<file path="src/rtl/prp_pkg.sv">
// shared types and constants for the point rotation pipeline
package prp_pkg;

    // whole-degree conversion: 180/pi = 57 + DEG_FRAC / 2^32
    localparam logic [31:0] DEG_WHOLE  = 32'd57;
    localparam logic [31:0] DEG_FRAC   = 32'd1270363336;

    // binary-angle conversion: 2^32/(2*pi) = TURN_WHOLE + TURN_FRAC / 2^16
    localparam logic [31:0] TURN_WHOLE = 32'd683565275;
    localparam logic [31:0] TURN_FRAC  = 32'd37777;

    // exact floor(n/360) for n < 2^31 is (n * RECIP_360) >> RECIP_SHIFT
    localparam logic [31:0] RECIP_360   = 32'd3054198967;
    localparam int          RECIP_SHIFT = 40;
    localparam logic [31:0] ROT_FULL    = 32'd360;

    // angle / vector datapath widths
    localparam int DEG_W = 31;
    localparam int Q_W   = 23;
    localparam int XY_W  = 33;

    localparam logic signed [XY_W-1:0] CORDIC_GAIN = 33'sd652032874;
    localparam int MAX_STEPS = 30;

    localparam logic [31:0] ATAN_TURNS [0:MAX_STEPS-1] = '{
        32'd536870912, 32'd316933406, 32'd167458907, 32'd85004756, 32'd42667331,
        32'd21354465,  32'd10679838,  32'd5339245,   32'd2669640,  32'd1334824,
        32'd667412,    32'd333706,    32'd166853,    32'd83426,    32'd41713,
        32'd20856,     32'd10428,     32'd5214,      32'd2607,     32'd1303,
        32'd651,       32'd325,       32'd162,       32'd81,       32'd40,
        32'd20,        32'd10,        32'd5,         32'd2,        32'd1
    };

    // rotation fixed point: Q28 sine/cosine, half-up rounding
    localparam int ROT_SHIFT = 28;

    typedef struct packed {
        logic signed [31:0] px;
        logic signed [31:0] py;
        logic signed [31:0] cx;
        logic signed [31:0] cy;
        logic               skip;
    } item_t;

    typedef struct packed {
        logic signed [XY_W-1:0] x;
        logic signed [XY_W-1:0] y;
        logic signed [XY_W-1:0] z;
        logic                   flip;
        item_t                  item;
    } cordic_t;

endpackage

</file>
<file path="src/rtl/prp_prep.sv">
// angle scaling, whole-degree skip test and quadrant fold
module prp_prep #(
    parameter int FRAC_BITS = 16
) (
    input  logic               clk,
    input  logic               rst_n,
    input  logic               in_valid,
    input  logic signed [31:0] point_x,
    input  logic signed [31:0] point_y,
    input  logic signed [31:0] pivot_x,
    input  logic signed [31:0] pivot_y,
    input  logic signed [31:0] angle,
    output logic               out_valid,
    output prp_pkg::cordic_t   out_data
);
    import prp_pkg::*;

    logic [4:0] valid_reg;

    // stage 1
    logic [31:0] mag_next;
    logic [31:0] mag_reg;
    logic        neg1_reg;
    item_t       item1_reg;

    // stage 2
    logic [63:0] df_full;
    logic [47:0] tf_full;
    logic [31:0] df_hi_reg;
    logic [37:0] dw_reg;
    logic [31:0] tf_hi_reg;
    logic [61:0] tw_reg;
    logic        neg2_reg;
    item_t       item2_reg;

    // stage 3
    logic [38:0]            deg_sum;
    logic [38:0]            deg_sh;
    logic [62:0]            turn_sum;
    logic [62:0]            turn_sh;
    logic [31:0]            turn_abs;
    logic [31:0]            turn_sgn;
    logic [31:0]            turn_fold;
    logic                   flip_next;
    logic [DEG_W-1:0]       deg3_reg;
    logic signed [XY_W-1:0] z3_reg;
    logic                   flip3_reg;
    item_t                  item3_reg;

    // stage 4
    logic [62:0]            q_full;
    logic [Q_W-1:0]         q4_reg;
    logic [DEG_W-1:0]       deg4_reg;
    logic signed [XY_W-1:0] z4_reg;
    logic                   flip4_reg;
    item_t                  item4_reg;

    // stage 5
    logic    skip_next;
    cordic_t out_reg;

    always_ff @(posedge clk or negedge rst_n)
    begin
        if (!rst_n)
        begin
            valid_reg <= '0;
        end
        else
        begin
            valid_reg <= {valid_reg[3:0], in_valid};
        end
    end

    assign mag_next = angle[31] ? (32'd0 - $unsigned(angle)) : $unsigned(angle);

    assign df_full = 64'(mag_reg) * 64'(DEG_FRAC);
    assign tf_full = 48'(mag_reg) * 48'(TURN_FRAC);

    always_comb
    begin
        deg_sum  = 39'(dw_reg) + 39'(df_hi_reg);
        deg_sh   = deg_sum >> FRAC_BITS;
        turn_sum = 63'(tw_reg) + 63'(tf_hi_reg);
        turn_sh  = turn_sum >> FRAC_BITS;
        turn_abs = turn_sh[31:0];
        turn_sgn = neg2_reg ? (32'd0 - turn_abs) : turn_abs;
        // second and third quadrants: rotate by a half turn, negate later
        flip_next = (turn_sgn[31:30] == 2'b01) || (turn_sgn[31:30] == 2'b10);
        turn_fold = flip_next ? (turn_sgn + 32'h8000_0000) : turn_sgn;
    end

    assign q_full    = 63'(deg3_reg) * 63'(RECIP_360);
    assign skip_next = ((32'(q4_reg) * ROT_FULL) == 32'(deg4_reg));

    always_ff @(posedge clk)
    begin
        mag_reg          <= mag_next;
        neg1_reg         <= angle[31];
        item1_reg.px     <= point_x;
        item1_reg.py     <= point_y;
        item1_reg.cx     <= pivot_x;
        item1_reg.cy     <= pivot_y;
        item1_reg.skip   <= 1'b0;

        df_hi_reg        <= df_full[63:32];
        dw_reg           <= 38'(mag_reg) * 38'(DEG_WHOLE);
        tf_hi_reg        <= tf_full[47:16];
        tw_reg           <= 62'(mag_reg) * 62'(TURN_WHOLE);
        neg2_reg         <= neg1_reg;
        item2_reg        <= item1_reg;

        deg3_reg         <= deg_sh[DEG_W-1:0];
        z3_reg           <= $signed({turn_fold[31], turn_fold});
        flip3_reg        <= flip_next;
        item3_reg        <= item2_reg;

        q4_reg           <= q_full[RECIP_SHIFT+Q_W-1:RECIP_SHIFT];
        deg4_reg         <= deg3_reg;
        z4_reg           <= z3_reg;
        flip4_reg        <= flip3_reg;
        item4_reg        <= item3_reg;

        out_reg.x         <= CORDIC_GAIN;
        out_reg.y         <= '0;
        out_reg.z         <= z4_reg;
        out_reg.flip      <= flip4_reg;
        out_reg.item.px   <= item4_reg.px;
        out_reg.item.py   <= item4_reg.py;
        out_reg.item.cx   <= item4_reg.cx;
        out_reg.item.cy   <= item4_reg.cy;
        out_reg.item.skip <= skip_next;
    end

    assign out_valid = valid_reg[4];
    assign out_data  = out_reg;

endmodule

</file>
<file path="config.mk">
export PLATFORM = sky130hd
export DESIGN_NAME = prp_prep
export DESIGN_NICKNAME = d
export VERILOG_FILES = /design/src/rtl/prp_pkg.sv /design/src/rtl/prp_prep.sv
export SDC_FILE = /design/constraint.sdc
export NUM_CORES = 2
export LEC_CHECK = 0
export ABC_CLOCK_PERIOD_IN_PS = 8600
export CAP_MARGIN = 5
export CELL_PAD_IN_SITES_DETAIL_PLACEMENT = 2
export CELL_PAD_IN_SITES_GLOBAL_PLACEMENT = 2
export CORE_UTILIZATION = 44
export DETAILED_ROUTE_END_ITERATION = 8
export DONT_BUFFER_PORTS = 1
export PLACE_DENSITY = 0.87
export SLEW_MARGIN = 5
export SYNTH_ARGS = -nofsm -noshare
export SYNTH_HDL_FRONTEND = slang
export SYNTH_SLANG_ARGS = --single-unit
export TNS_END_PERCENT = 50
</file>
<file path="constraint.sdc">
create_clock -name clk -period 8.6 [get_ports clk]
set_clock_uncertainty 0.2 [all_clocks]
set_input_delay 1.29 -clock clk [delete_from_list [all_inputs] [get_ports clk]]
set_output_delay 1.29 -clock clk [all_outputs]
set_load 0.05 [all_outputs]
</file>
==> key figures <==
Worst setup path
  • Most common cell type on the critical path: fa_1
  • Critical path fanouts, max: 7
  • CP startpoint kind: register
  • FF-to-FF setup slack: 0.18 ns
  • Critical Path RT: 9.01 ns
  • Slowest cell on crit path: dfxtp_1
  • Critical path's largest stage delay: 0.89 ns
  • FF-to-FF Start: mag_reg[22]
  • Crit path max-delay family: adder cells
  • R2r endpoint: df_hi_reg[30]
  • Crit-path cells: buf_4, fa_1, ha_1, fa_1, inv_1, fa_1, fa_1, inv_1, fa_1, fa_1, ha_1, a21o_1, a21o_1, a21oi_1, o21ai_0, a31o_2, a21o_1, a21o_1, and3_1, a221o_1, or4_1, a31oi_1, o21ba_2, xnor2_1
  • Reg2Reg Depth: 24
  • Crit end category: register
  • CP bufs+invs: 3
  • CP Class: register to register
  • Arr. time, crit path: 8.84 ns

Synth
  • Ranking of synthesized cells by area: fa_1 29%, dfxtp_1 28%, ha_1 20%
  • Syn_area_per_cell: 11.1 um2
  • Post-synth top area cell: fa_1
  • Post-synth top area share: 28.9%
  • Synthesized area: 70600 um2
  • Seq/Total Area, Yosys: 28.0%
  • Yosys reg bits: 988
  • Top_reg_cell synth: dfxtp_1
  • Yosys warnings: 0
  • Async set-reset flop share out of synthesis: 0.506%
  • Post-synth EDFFs: 0
  • Library cells used by synthesis: 83
  • Post-synthesis cell count: 6366

Hold path
  • WHS Path Cells: 0
  • Hold WC Path Type: register to register
  • Worst Hold Path EP: item3_reg[40]
  • Worst Min Path Start: item2_reg[40]

Detailed routing
  • Total wire length: 260000 um
  • Drc violations: 0
  • Post-route ant nets: 0
  • Via density: 5.41
  • Detailed-route via count: 47100
  • Drt first pass iters: 5
  • Wirelength per Cell: 29.9 um
  • First DRT Iteration DRCs: 2773

Global routing
  • Pin count of the biggest net entering global routing: 41
  • Vias in the first global route: 56300
  • First-pass GRT wire length: 384000 um
  • Overflow after GRT: 0
  • Antenna violations before repair: 34
  • GRT Total Usage: 32.5%

Place
  • Port Buffer Count: 0
  • Worst slack at placement: 0.0607 ns
  • DP Wirelength: 216000 um
  • RePlAce Congestion: 0.977

Clocking
  • H-Tree Level Count: 3
  • Root Buffer: clkbuf_16
  • Skew-Pair Late Insertion Delay: 0.76 ns
  • CTS Buf Count: 104
  • Clock-pin slew on the worst setup and hold paths: 0.07 ns
  • Longest Clk Path Bufs: 3
  • Post-CTS Setup Bufs: 0
  • TritonCTS sink count: 988
  • CTS tree: built

Timing
  • RSZ-0062 raised after global routing: false
  • Crit path time final: 8.42 ns
  • Setup WS post-layout: 0.176 ns
  • Tcrit/Tclk final: 98.0%
  • Worst slew pin tran: 1.08 ns
  • Setup TNS Final: 0 ns
  • Headroom to the max-slew limit: 27.8%
  • Hold Fails Final Rpt: 0
  • Number of setup violations in the final report: 0
  • Fmax: 119 MHz
  • Max Slew Vio Count: 0

Floorplan
  • Top Ports: 393
  • Row count: 146
  • Die Width: 403 um
  • Core ar.: 159000 um2
  • Initial Utilization: 44.4%
  • Die area: 162000 um2
  • Die Y: 403 um

Final layout
  • Fill cell count: 15800
  • Share of cells above drive strength 1: 4.99%
  • Final Net Count: 8847
  • Most frequent cells in the layout: 1689 x inv_1, 1120 x ha_1, 1019 x fa_1, 972 x dfxtp_1, 209 x xnor2_1
  • Synthesis-to-layout area growth: 9.66%
  • Largest register FFs: 162
  • Most common cell after layout, fill and taps aside: inv_1

Outcome
  • Outcome: complete, no violations

Job
  • Max-cap check violation count: 0
[synthesized netlist by cell type (43+ instances only)]
| master | count |
|---|---|
| ha_1 | 1120 |
| nor2_1 | 142 |
| a21oi_1 | 172 |
| xor2_1 | 63 |
| o21ai_0 | 102 |
| nand2_1 | 111 |
| inv_1 | 1689 |
| o21a_1 | 43 |
| buf_4 | 67 |
| nand4_1 | 43 |
| dfxtp_1 | 983 |
| nand3_1 | 43 |
| a21o_1 | 128 |
| xnor2_1 | 209 |
| fa_1 | 1019 |
[through the flow]
step	instances	instance area, um2	hold WS, ns	util, %
4_1_cts	8705	77400	0.0779	48.7
6_report	8715	77400	0.105	48.7
2_1_floorplan	6430	70900	0.110	-
3_5_place_dp	8510	73600	0.114	46.3
3_3_place_gp	8510	73600	0.110	46.3
5_1_grt	8709	77400	0.0995	48.7
[layout make-up]
cell class / count / area (um2) / share of cell area, %
Multi-Input combinational cell: 3666 / 44200 / 57.0
Tap cell: 2072 / 2590 / 3.35
Clock buffer: 140 / 2930 / 3.78
Sequential cell: 988 / 19800 / 25.6
Timing Repair Buffer: 96 / 739 / 0.955
Inverter: 1689 / 6340 / 8.19
Clock inverter: 54 / 831 / 1.07
Antenna cell: 10 / 25.0 / 0.0323
[how the worst max path moves through the flow]
stage                 startpoint            end  slack, ns  cells past startpoint
finish               mag_reg[22]  df_hi_reg[30]       0.18                     24
global route        deg3_reg[20]     q4_reg[14]       0.05                     27
CTS                  mag_reg[15]     tw_reg[47]       0.05                     25
detailed placement    mag_reg[8]  df_hi_reg[30]       0.06                     24
global placement      mag_reg[8]  df_hi_reg[30]       0.44                     24
floorplan             mag_reg[6]     tw_reg[47]       1.05                     26
[timing repair]
| item | 4_1_cts | 5_1_grt |
|---|---|---|
| endpoints found under the setup margin | 2 | 10 |
| hold buffers | 1 | 0 |
| resized for setup | 3 | 16 |
| gates cloned | 0 | 0 |
| hold endpoints to repair | 5 | 0 |
[routing by layer]
| layer | track usage (%) | routed length, um | up-vias |
|---|---|---|---|
| li1 | - | - | 20100 |
| met1 | 38.2 | 100000 | 24600 |
| met2 | 56.6 | 129000 | 1719 |
| met3 | 6.08 | 15900 | 656 |
| met4 | 16.3 | 15000 | 36 |
| met5 | 0 | 222 | - |
[cell families (layout without fill, tap and decap cells)]
group | count (synthesis) | count (layout) | share of synthesized area (%)
flops | 988 | 988 | 28.0
fa+ha+maj | 2139 | 2139 | 48.7
buf+inv | 1776 | 1979 | 9.80
compound gates | 631 | 631 | 5.96
other cells | 2 | 76 | 0.0106
simple gates | 551 | 551 | 3.97
xor+xnor | 272 | 272 | 3.37
mux | 7 | 7 | 0.117
Power is left out: the tool's default activity adds up to more than one toggle a clock period on the data nets, which glitch-free logic cannot reach.
