<file path="config.mk">
export PLATFORM = sky130hd
export DESIGN_NAME = prp_cordic_stage
export DESIGN_NICKNAME = d
export VERILOG_FILES = /design/src/rtl/prp_pkg.sv /design/src/rtl/prp_cordic_stage.sv
export SDC_FILE = /design/constraint.sdc
export NUM_CORES = 1
export LEC_CHECK = 0
export ABC_AREA = 1
export CAP_MARGIN = 20
export CORE_AREA = 2 2 179 181
export CTS_CLUSTER_DIAMETER = 30
export CTS_CLUSTER_SIZE = 40
export DETAILED_ROUTE_END_ITERATION = 8
export DIE_AREA = 0 0 181 183
export DONT_BUFFER_PORTS = 1
export HOLD_SLACK_MARGIN = 0.12
export PLACE_DENSITY = 0.54
export SETUP_SLACK_MARGIN = 0.02
export SLEW_MARGIN = 20
export SYNTH_ARGS = -nofsm -noshare
export SYNTH_HDL_FRONTEND = slang
export SYNTH_SLANG_ARGS = --single-unit
</file>
<file path="constraint.sdc">
create_clock -name clk -period 0.8 [get_ports clk]
set_input_delay 0.08 -clock clk [delete_from_list [all_inputs] [get_ports clk]]
set_output_delay 0.08 -clock clk [all_outputs]
set_load 0.03 [all_outputs]
</file>
<file path="src/rtl/prp_pkg.sv">
// shared types and constants for the point rotation pipeline
package prp_pkg;

    // whole-degree conversion: 180/pi = 57 + DEG_FRAC / 2^32
    localparam logic [31:0] DEG_WHOLE  = 32'd57;
    localparam logic [31:0] DEG_FRAC   = 32'd1270363336;

    // binary-angle conversion: 2^32/(2*pi) = TURN_WHOLE + TURN_FRAC / 2^16
    localparam logic [31:0] TURN_WHOLE = 32'd683565275;
    localparam logic [31:0] TURN_FRAC  = 32'd37777;

    // exact floor(n/360) for n < 2^31 is (n * RECIP_360) >> RECIP_SHIFT
    localparam logic [31:0] RECIP_360   = 32'd3054198967;
    localparam int          RECIP_SHIFT = 40;
    localparam logic [31:0] ROT_FULL    = 32'd360;

    // angle / vector datapath widths
    localparam int DEG_W = 31;
    localparam int Q_W   = 23;
    localparam int XY_W  = 33;

    localparam logic signed [XY_W-1:0] CORDIC_GAIN = 33'sd652032874;
    localparam int MAX_STEPS = 30;

    localparam logic [31:0] ATAN_TURNS [0:MAX_STEPS-1] = '{
        32'd536870912, 32'd316933406, 32'd167458907, 32'd85004756, 32'd42667331,
        32'd21354465,  32'd10679838,  32'd5339245,   32'd2669640,  32'd1334824,
        32'd667412,    32'd333706,    32'd166853,    32'd83426,    32'd41713,
        32'd20856,     32'd10428,     32'd5214,      32'd2607,     32'd1303,
        32'd651,       32'd325,       32'd162,       32'd81,       32'd40,
        32'd20,        32'd10,        32'd5,         32'd2,        32'd1
    };

    // rotation fixed point: Q28 sine/cosine, half-up rounding
    localparam int ROT_SHIFT = 28;

    typedef struct packed {
        logic signed [31:0] px;
        logic signed [31:0] py;
        logic signed [31:0] cx;
        logic signed [31:0] cy;
        logic               skip;
    } item_t;

    typedef struct packed {
        logic signed [XY_W-1:0] x;
        logic signed [XY_W-1:0] y;
        logic signed [XY_W-1:0] z;
        logic                   flip;
        item_t                  item;
    } cordic_t;

endpackage

</file>
<file path="src/rtl/prp_cordic_stage.sv">
// one registered cordic micro-rotation
module prp_cordic_stage #(
    parameter int STEP = 0
) (
    input  logic             clk,
    input  logic             rst_n,
    input  logic             in_valid,
    input  prp_pkg::cordic_t in_data,
    output logic             out_valid,
    output prp_pkg::cordic_t out_data
);
    import prp_pkg::*;

    logic                   valid_reg;
    cordic_t                data_reg;
    cordic_t                data_next;
    logic signed [XY_W-1:0] xs;
    logic signed [XY_W-1:0] ys;
    logic signed [XY_W-1:0] atan;

    always_comb
    begin
        xs        = in_data.x >>> STEP;
        ys        = in_data.y >>> STEP;
        atan      = $signed({1'b0, ATAN_TURNS[STEP]});
        data_next = in_data;
        if (!in_data.z[XY_W-1])
        begin
            data_next.x = in_data.x - ys;
            data_next.y = in_data.y + xs;
            data_next.z = in_data.z - atan;
        end
        else
        begin
            data_next.x = in_data.x + ys;
            data_next.y = in_data.y - xs;
            data_next.z = in_data.z + atan;
        end
    end

    always_ff @(posedge clk or negedge rst_n)
    begin
        if (!rst_n)
        begin
            valid_reg <= 1'b0;
        end
        else
        begin
            valid_reg <= in_valid;
        end
    end

    always_ff @(posedge clk)
    begin
        data_reg <= data_next;
    end

    assign out_valid = valid_reg;
    assign out_data  = data_reg;

endmodule

</file>
==> results_dict.tcl, run 1 <==
set metrics [dict create \
    outcome "finished, violations left" \
    violations "hold timing, setup timing" \
    critical_path_class "input port to flop" \
    die_w_um 181 \
    p_clk_share_pct 42.3 \
    grt_setup_unrepaired "true" \
    p_comb_share_pct 28.6 \
    power.switching_mw 18.9 \
    cts_buffers 49 \
    worst_slack_ps -482 \
    holdCritPathClass "input port to flop" \
    cts.htree.levels 2 \
    power_mw 51.3 \
    startpoint "in_data[165]" \
    hpwl_um 45300 \
    yosysSeqAreaShare_pct 36.9 \
    die_area_mm2 0.0331 \
    grt_pass1_vias 15680 \
    vias_per_cell 5.30 \
    clkTransAtPathRegs_ps 60 \
    grt_use_total_pct 40.5 \
    crit_chain "inv_12 -> ha_4 -> buf_6 -> nand2_4 -> buf_6 -> nor2_4 -> buf_4 -> nand3_4 -> nand3_4 -> a21oi_4 -> inv_1 -> nand2_1 -> nand3_1 -> nand2_1" \
    cp-end-kind "flop" \
    syn_to_final_growth_pct 96.4 \
    slowest_stage "ha_4" \
    drc 0 \
    antenna_found_initial 2 \
    num_vias 15506 \
    drive_above_1_share_pct 49.0 \
    die_h_um 183 \
    p_seq_share_pct 29.1 \
    grt_pass1_wl_um 100000 \
    crit_family "simple AND/OR/NAND/NOR gates" \
    place_congestion 0.982 \
    netlist_area_mm2 0.0124 \
    cts_tree "done" \
    maxCapViolations 0 \
    grt_overflow 0 \
    start_kind "input port" \
    layout_commonest_cell "nand2_1" \
    finalHoldViolations 53 \
    worstHoldStart "in_data[162]" \
    nets 2815 \
    slew_headroom_pct 67.9 \
    syn_avg_cell_area_um2 6.74 \
    multiInputGateArea_mm2 0.00916 \
    syn-num-nets 2181 \
    whs_ps -357 \
    slew_violations 0 \
    swShare_pct 36.9 \
    cp_max_fo 4 \
    cts_buffer_depth 3 \
    p_leak_nw 11.8 \
    regArea_mm2 0.00526 \
    core.rowCount 65 \
    worstMarginPinSlew_ps 476 \
    powerDensity_mw_per_mm2 2100 \
    drt_iter0_markers 1259 \
    cp_num_buf_inv 5 \
    layout_common_cells "427 x nand2_1, 281 x dlygate4sd3_1, 265 x inv_1, 196 x buf_4" \
    synth.distinct_cells 36 \
    pre_cts_slack_ps -988 \
    wl_per_cell_um 24.5 \
    yosys_warnings 0 \
    wl_um 71600 \
    crit_arrival_ps 1740 \
    grt_max_degree 61 \
    nFillCells 2016 \
    fmax_ghz 0.780 \
    ant_nets 0 \
    dr.pass1.iters 5 \
    cts_num_sinks 229 \
    core-area_mm2 0.0312 \
    portBuffers 0 \
    power.internal_mw 32.4 \
    yosys_register_bits 229 \
    max_stage_delay_ps 280 \
    cp.required_ps 1260 \
    setup_viol 293 \
    fin_crit_ps 1280 \
    ioPinCount 462 \
    post-route-period-util_pct 160 \
    syn_inst 1847 \
    start_util_pct 39.9 \
    clk_root_buffer_cell "clkbuf_16" \
    ir_drop_mv 1.86 \
]
cells in the mapped netlist (all sizes together):
cell type / number / area share (%)
o31ai: 2 / 0.12
o21ai: 37 / 1.5
nor3: 10 / 0.52
nand3b: 1 / 0.090
dfrtp: 1 / 0.20
nand4: 16 / 0.80
o22ai: 4 / 0.20
a21o: 1 / 0.060
nand3: 163 / 6.6
nor4: 2 / 0.20
o21a: 2 / 0.12
o21bai: 12 / 0.72
xor2: 25 / 1.8
dfxtp: 228 / 37
and3: 2 / 0.11
buf: 37 / 2.2
clkbuf: 7 / 0.21
a31oi: 4 / 0.20
clkinv: 1 / 0.030
nor2: 115 / 3.8
fa: 4 / 0.64
a21oi: 73 / 3.0
inv: 346 / 10
nand2: 655 / 20
a211oi: 1 / 0.060
ha: 98 / 9.9
timing repair:
action	in CTS	in global routing
hold endpoints to repair	230	67
resized for setup	792	230
hold buffers	327	1
endpoints found under the setup margin	288	338
buffers inserted	45	34
pin swaps	184	108
cell type report:
type	count	share of cell area (%)
Antenna cell	1	0.0102
Clock buffer	52	5.06
Clock inverter	39	1.98
Inverter	347	5.95
Multi-Input combinational cell	1227	37.5
Sequential cell	229	21.5
Tap cell	402	2.06
Timing Repair Buffer	627	25.9
power by group through the flow:
stage	Clock, mW	Combinational (mW)	Sequential [mW]
after floorplan	0	5.52	15.1
after global placement	0	9.90	14.9
after detailed placement	0	9.93	14.8
after CTS	21.2	12.8	14.8
after global routing	22.3	15.3	14.9
final	21.7	14.6	14.9
per-layer routing:
metal | global-route usage [%] | wire, um | vias up
met4 | 23.3 | 5570 | 4
met5 | 0 | 50 | -
met3 | 10.2 | 7040 | 330
met1 | 49.8 | 27800 | 7354
met2 | 64.6 | 31200 | 922
li1 | - | - | 6896
metrics by stage:
stage	util, %	std cells	instance area [um2]	hold slack, ps	setup TNS, ps
2_1_floorplan	-	1847	13700	-216	-32220
3_3_place_gp	52.0	2487	16300	-216	-48470
3_5_place_dp	52.0	2487	16300	-216	-49070
4_1_cts	76.1	2943	23800	-395	-75900
5_1_grt	78.3	2924	24400	-372	-86130
6_report	78.3	2924	24400	-357	-81310
sequential cells by signal, indices dropped and copies added (netlist names):
| register | cells |
|---|---|
| out_valid | 1 |
| out_data | 228 |
path summary, 6_finish.rpt:
kind | slack, ps | cells past startpoint | endpoint
max | -480 | 14 | out_data[181]
min | -360 | 1 | out_data[165]
max in group asynchronous | 410 | 2 | out_valid
min in group asynchronous | 270 | 2 | out_valid
cell families (layout without fill, tap and decap cells):
logic type | count (synthesis) | count (layout) | share of synthesized area [%]
fa+ha+maj | 102 | 102 | 10.5
compound gates | 136 | 136 | 5.97
buf+inv | 391 | 1065 | 12.9
xor+xnor | 25 | 25 | 1.76
flops | 229 | 229 | 36.9
simple gates | 964 | 964 | 32.0
other cells | 0 | 1 | 0
Note: power is estimated with default switching activity, not from simulation.
==> inputs of run 2 (changes only) <==
--- a/config.mk
+++ b/config.mk
@@ -14,7 +14,6 @@
 export DIE_AREA = 0 0 181 183
 export DONT_BUFFER_PORTS = 1
 export HOLD_SLACK_MARGIN = 0.12
-export PLACE_DENSITY = 0.54
 export SETUP_SLACK_MARGIN = 0.02
 export SLEW_MARGIN = 20
 export SYNTH_ARGS = -nofsm -noshare
==> results_dict.tcl, run 2 (same netlist as run 1, synthesis figures left out) <==
set metrics [dict create \
    outcome "finished, violations left" \
    violations "hold timing, setup timing" \
    p_leak_nw 11.9 \
    die_w_um 181 \
    grt_max_degree 61 \
    drc 0 \
    grt_pass1_vias 15387 \
    clk_root_buffer_cell "clkbuf_16" \
    drt_iter0_markers 1447 \
    fin_util_pct 79.4 \
    place_inst 2468 \
    post-route-period-util_pct 163 \
    core.rowCount 65 \
    ir_drop_mv 1.67 \
    powerDensity_mw_per_mm2 2070 \
    largest_register_ffs 228 \
    setup_viol 291 \
    slew_violations 0 \
    grt_pass1_wl_um 97900 \
    wl_per_cell_um 24.9 \
    hpwl_um 46000 \
    cp_num_buf_inv 4 \
    max_stage_delay_ps 990 \
    finalHoldViolations 50 \
    nets 2816 \
    grt_overflow 0 \
    slew_headroom_pct 53.7 \
    drive_above_1_share_pct 52.2 \
    place_congestion 1.02 \
    worstMarginPinSlew_ps 692 \
    maxCapViolations 0 \
    grt_setup_unrepaired "true" \
    cts_num_sinks 229 \
    fin_crit_ps 1300 \
    clkTransAtPathRegs_ps 60 \
    holdCritPathClass "input port to flop" \
    cp_max_fo 60 \
    die_area_mm2 0.0331 \
    crit_cells 6 \
    grt_use_total_pct 39.7 \
    core-area_mm2 0.0312 \
    vias_per_cell 5.41 \
    num_vias 15816 \
    whs_ps -388 \
    crit_arrival_ps 1820 \
    layout_commonest_cell "nand2_1" \
    portBuffers 0 \
    crit_family "buffers and inverters" \
    cts_buffers 48 \
    dr.pass1.iters 6 \
    holdPathStages 1 \
    start_util_pct 39.9 \
    cts.htree.levels 2 \
    fmax_ghz 0.767 \
    layout_common_cells "378 x nand2_1, 275 x dlygate4sd3_1, 255 x inv_1, 194 x nand2_2, 186 x buf_4" \
    power_mw 51.4 \
    antenna_found_initial 2 \
    pre_cts_slack_ps -1030 \
    cp-end-kind "flop" \
    critical_path_class "input port to flop" \
    cp.required_ps 1320 \
    worst_slack_ps -504 \
    wl_um 72900 \
    cts_buffer_depth 3 \
    crit_chain "clkinv_4 -> buf_12 -> dlygate4sd3_1 -> buf_4 -> nand3_1 -> o21ai_2" \
    ioPinCount 462 \
    syn_to_final_growth_pct 99.3 \
    start_kind "input port" \
    cts_tree "done" \
    slowest_stage "dlygate4sd3_1" \
    ant_nets 0 \
    finalNonFillerCells 2926 \
    die_h_um 183 \
]
==> run 2: repair_timing <==
item                                    in CTS  in global routing
pin swaps                                  234                205
buffers inserted                            54                 55
gates resized for setup                    867                284
hold buffers                               325                  4
gates cloned                                 0                  0
endpoints found under the hold margin      230                 64
endpoints found under the setup margin     289                344
==> run 2: layout make-up <==
type,count,area [um2]
antenna,2,5.00
clock buffer,56,1290
clock inverter,34,418
fill,1856,6420
inverter,347,1490
multi-input combinational,1227,9400
sequential,229,5280
tap,402,503
timing repair buffer,629,6420
==> run 2: power by group <==
part | internal, mW | switching [mW]
Combinational | 6.52 | 8.28
Sequential | 12.7 | 2.46
Clock | 13.7 | 7.74
==> run 2: metrics by stage <==
stage	setup TNS [ps]	instance area, um2
after floorplan	-32220	13700
after global placement	-47640	16100
after detailed placement	-48590	16100
after CTS	-78760	23800
after global routing	-87570	24800
final	-83620	24800
==> run 2: worst paths after layout <==
path	slack [ps]	to	start
min	-390	out_data[197]	in_data[162]
max	-500	out_data[199]	in_data[162]
min in group asynchronous	320	out_valid	rst_n
max in group asynchronous	350	out_valid	rst_n
==> run 2: layer usage <==
layer	GRT usage, %	share of wire (%)
met5	0	0.015
met3	9.53	9.8
met4	19.6	7.7
met2	64.3	44
met1	49.8	38
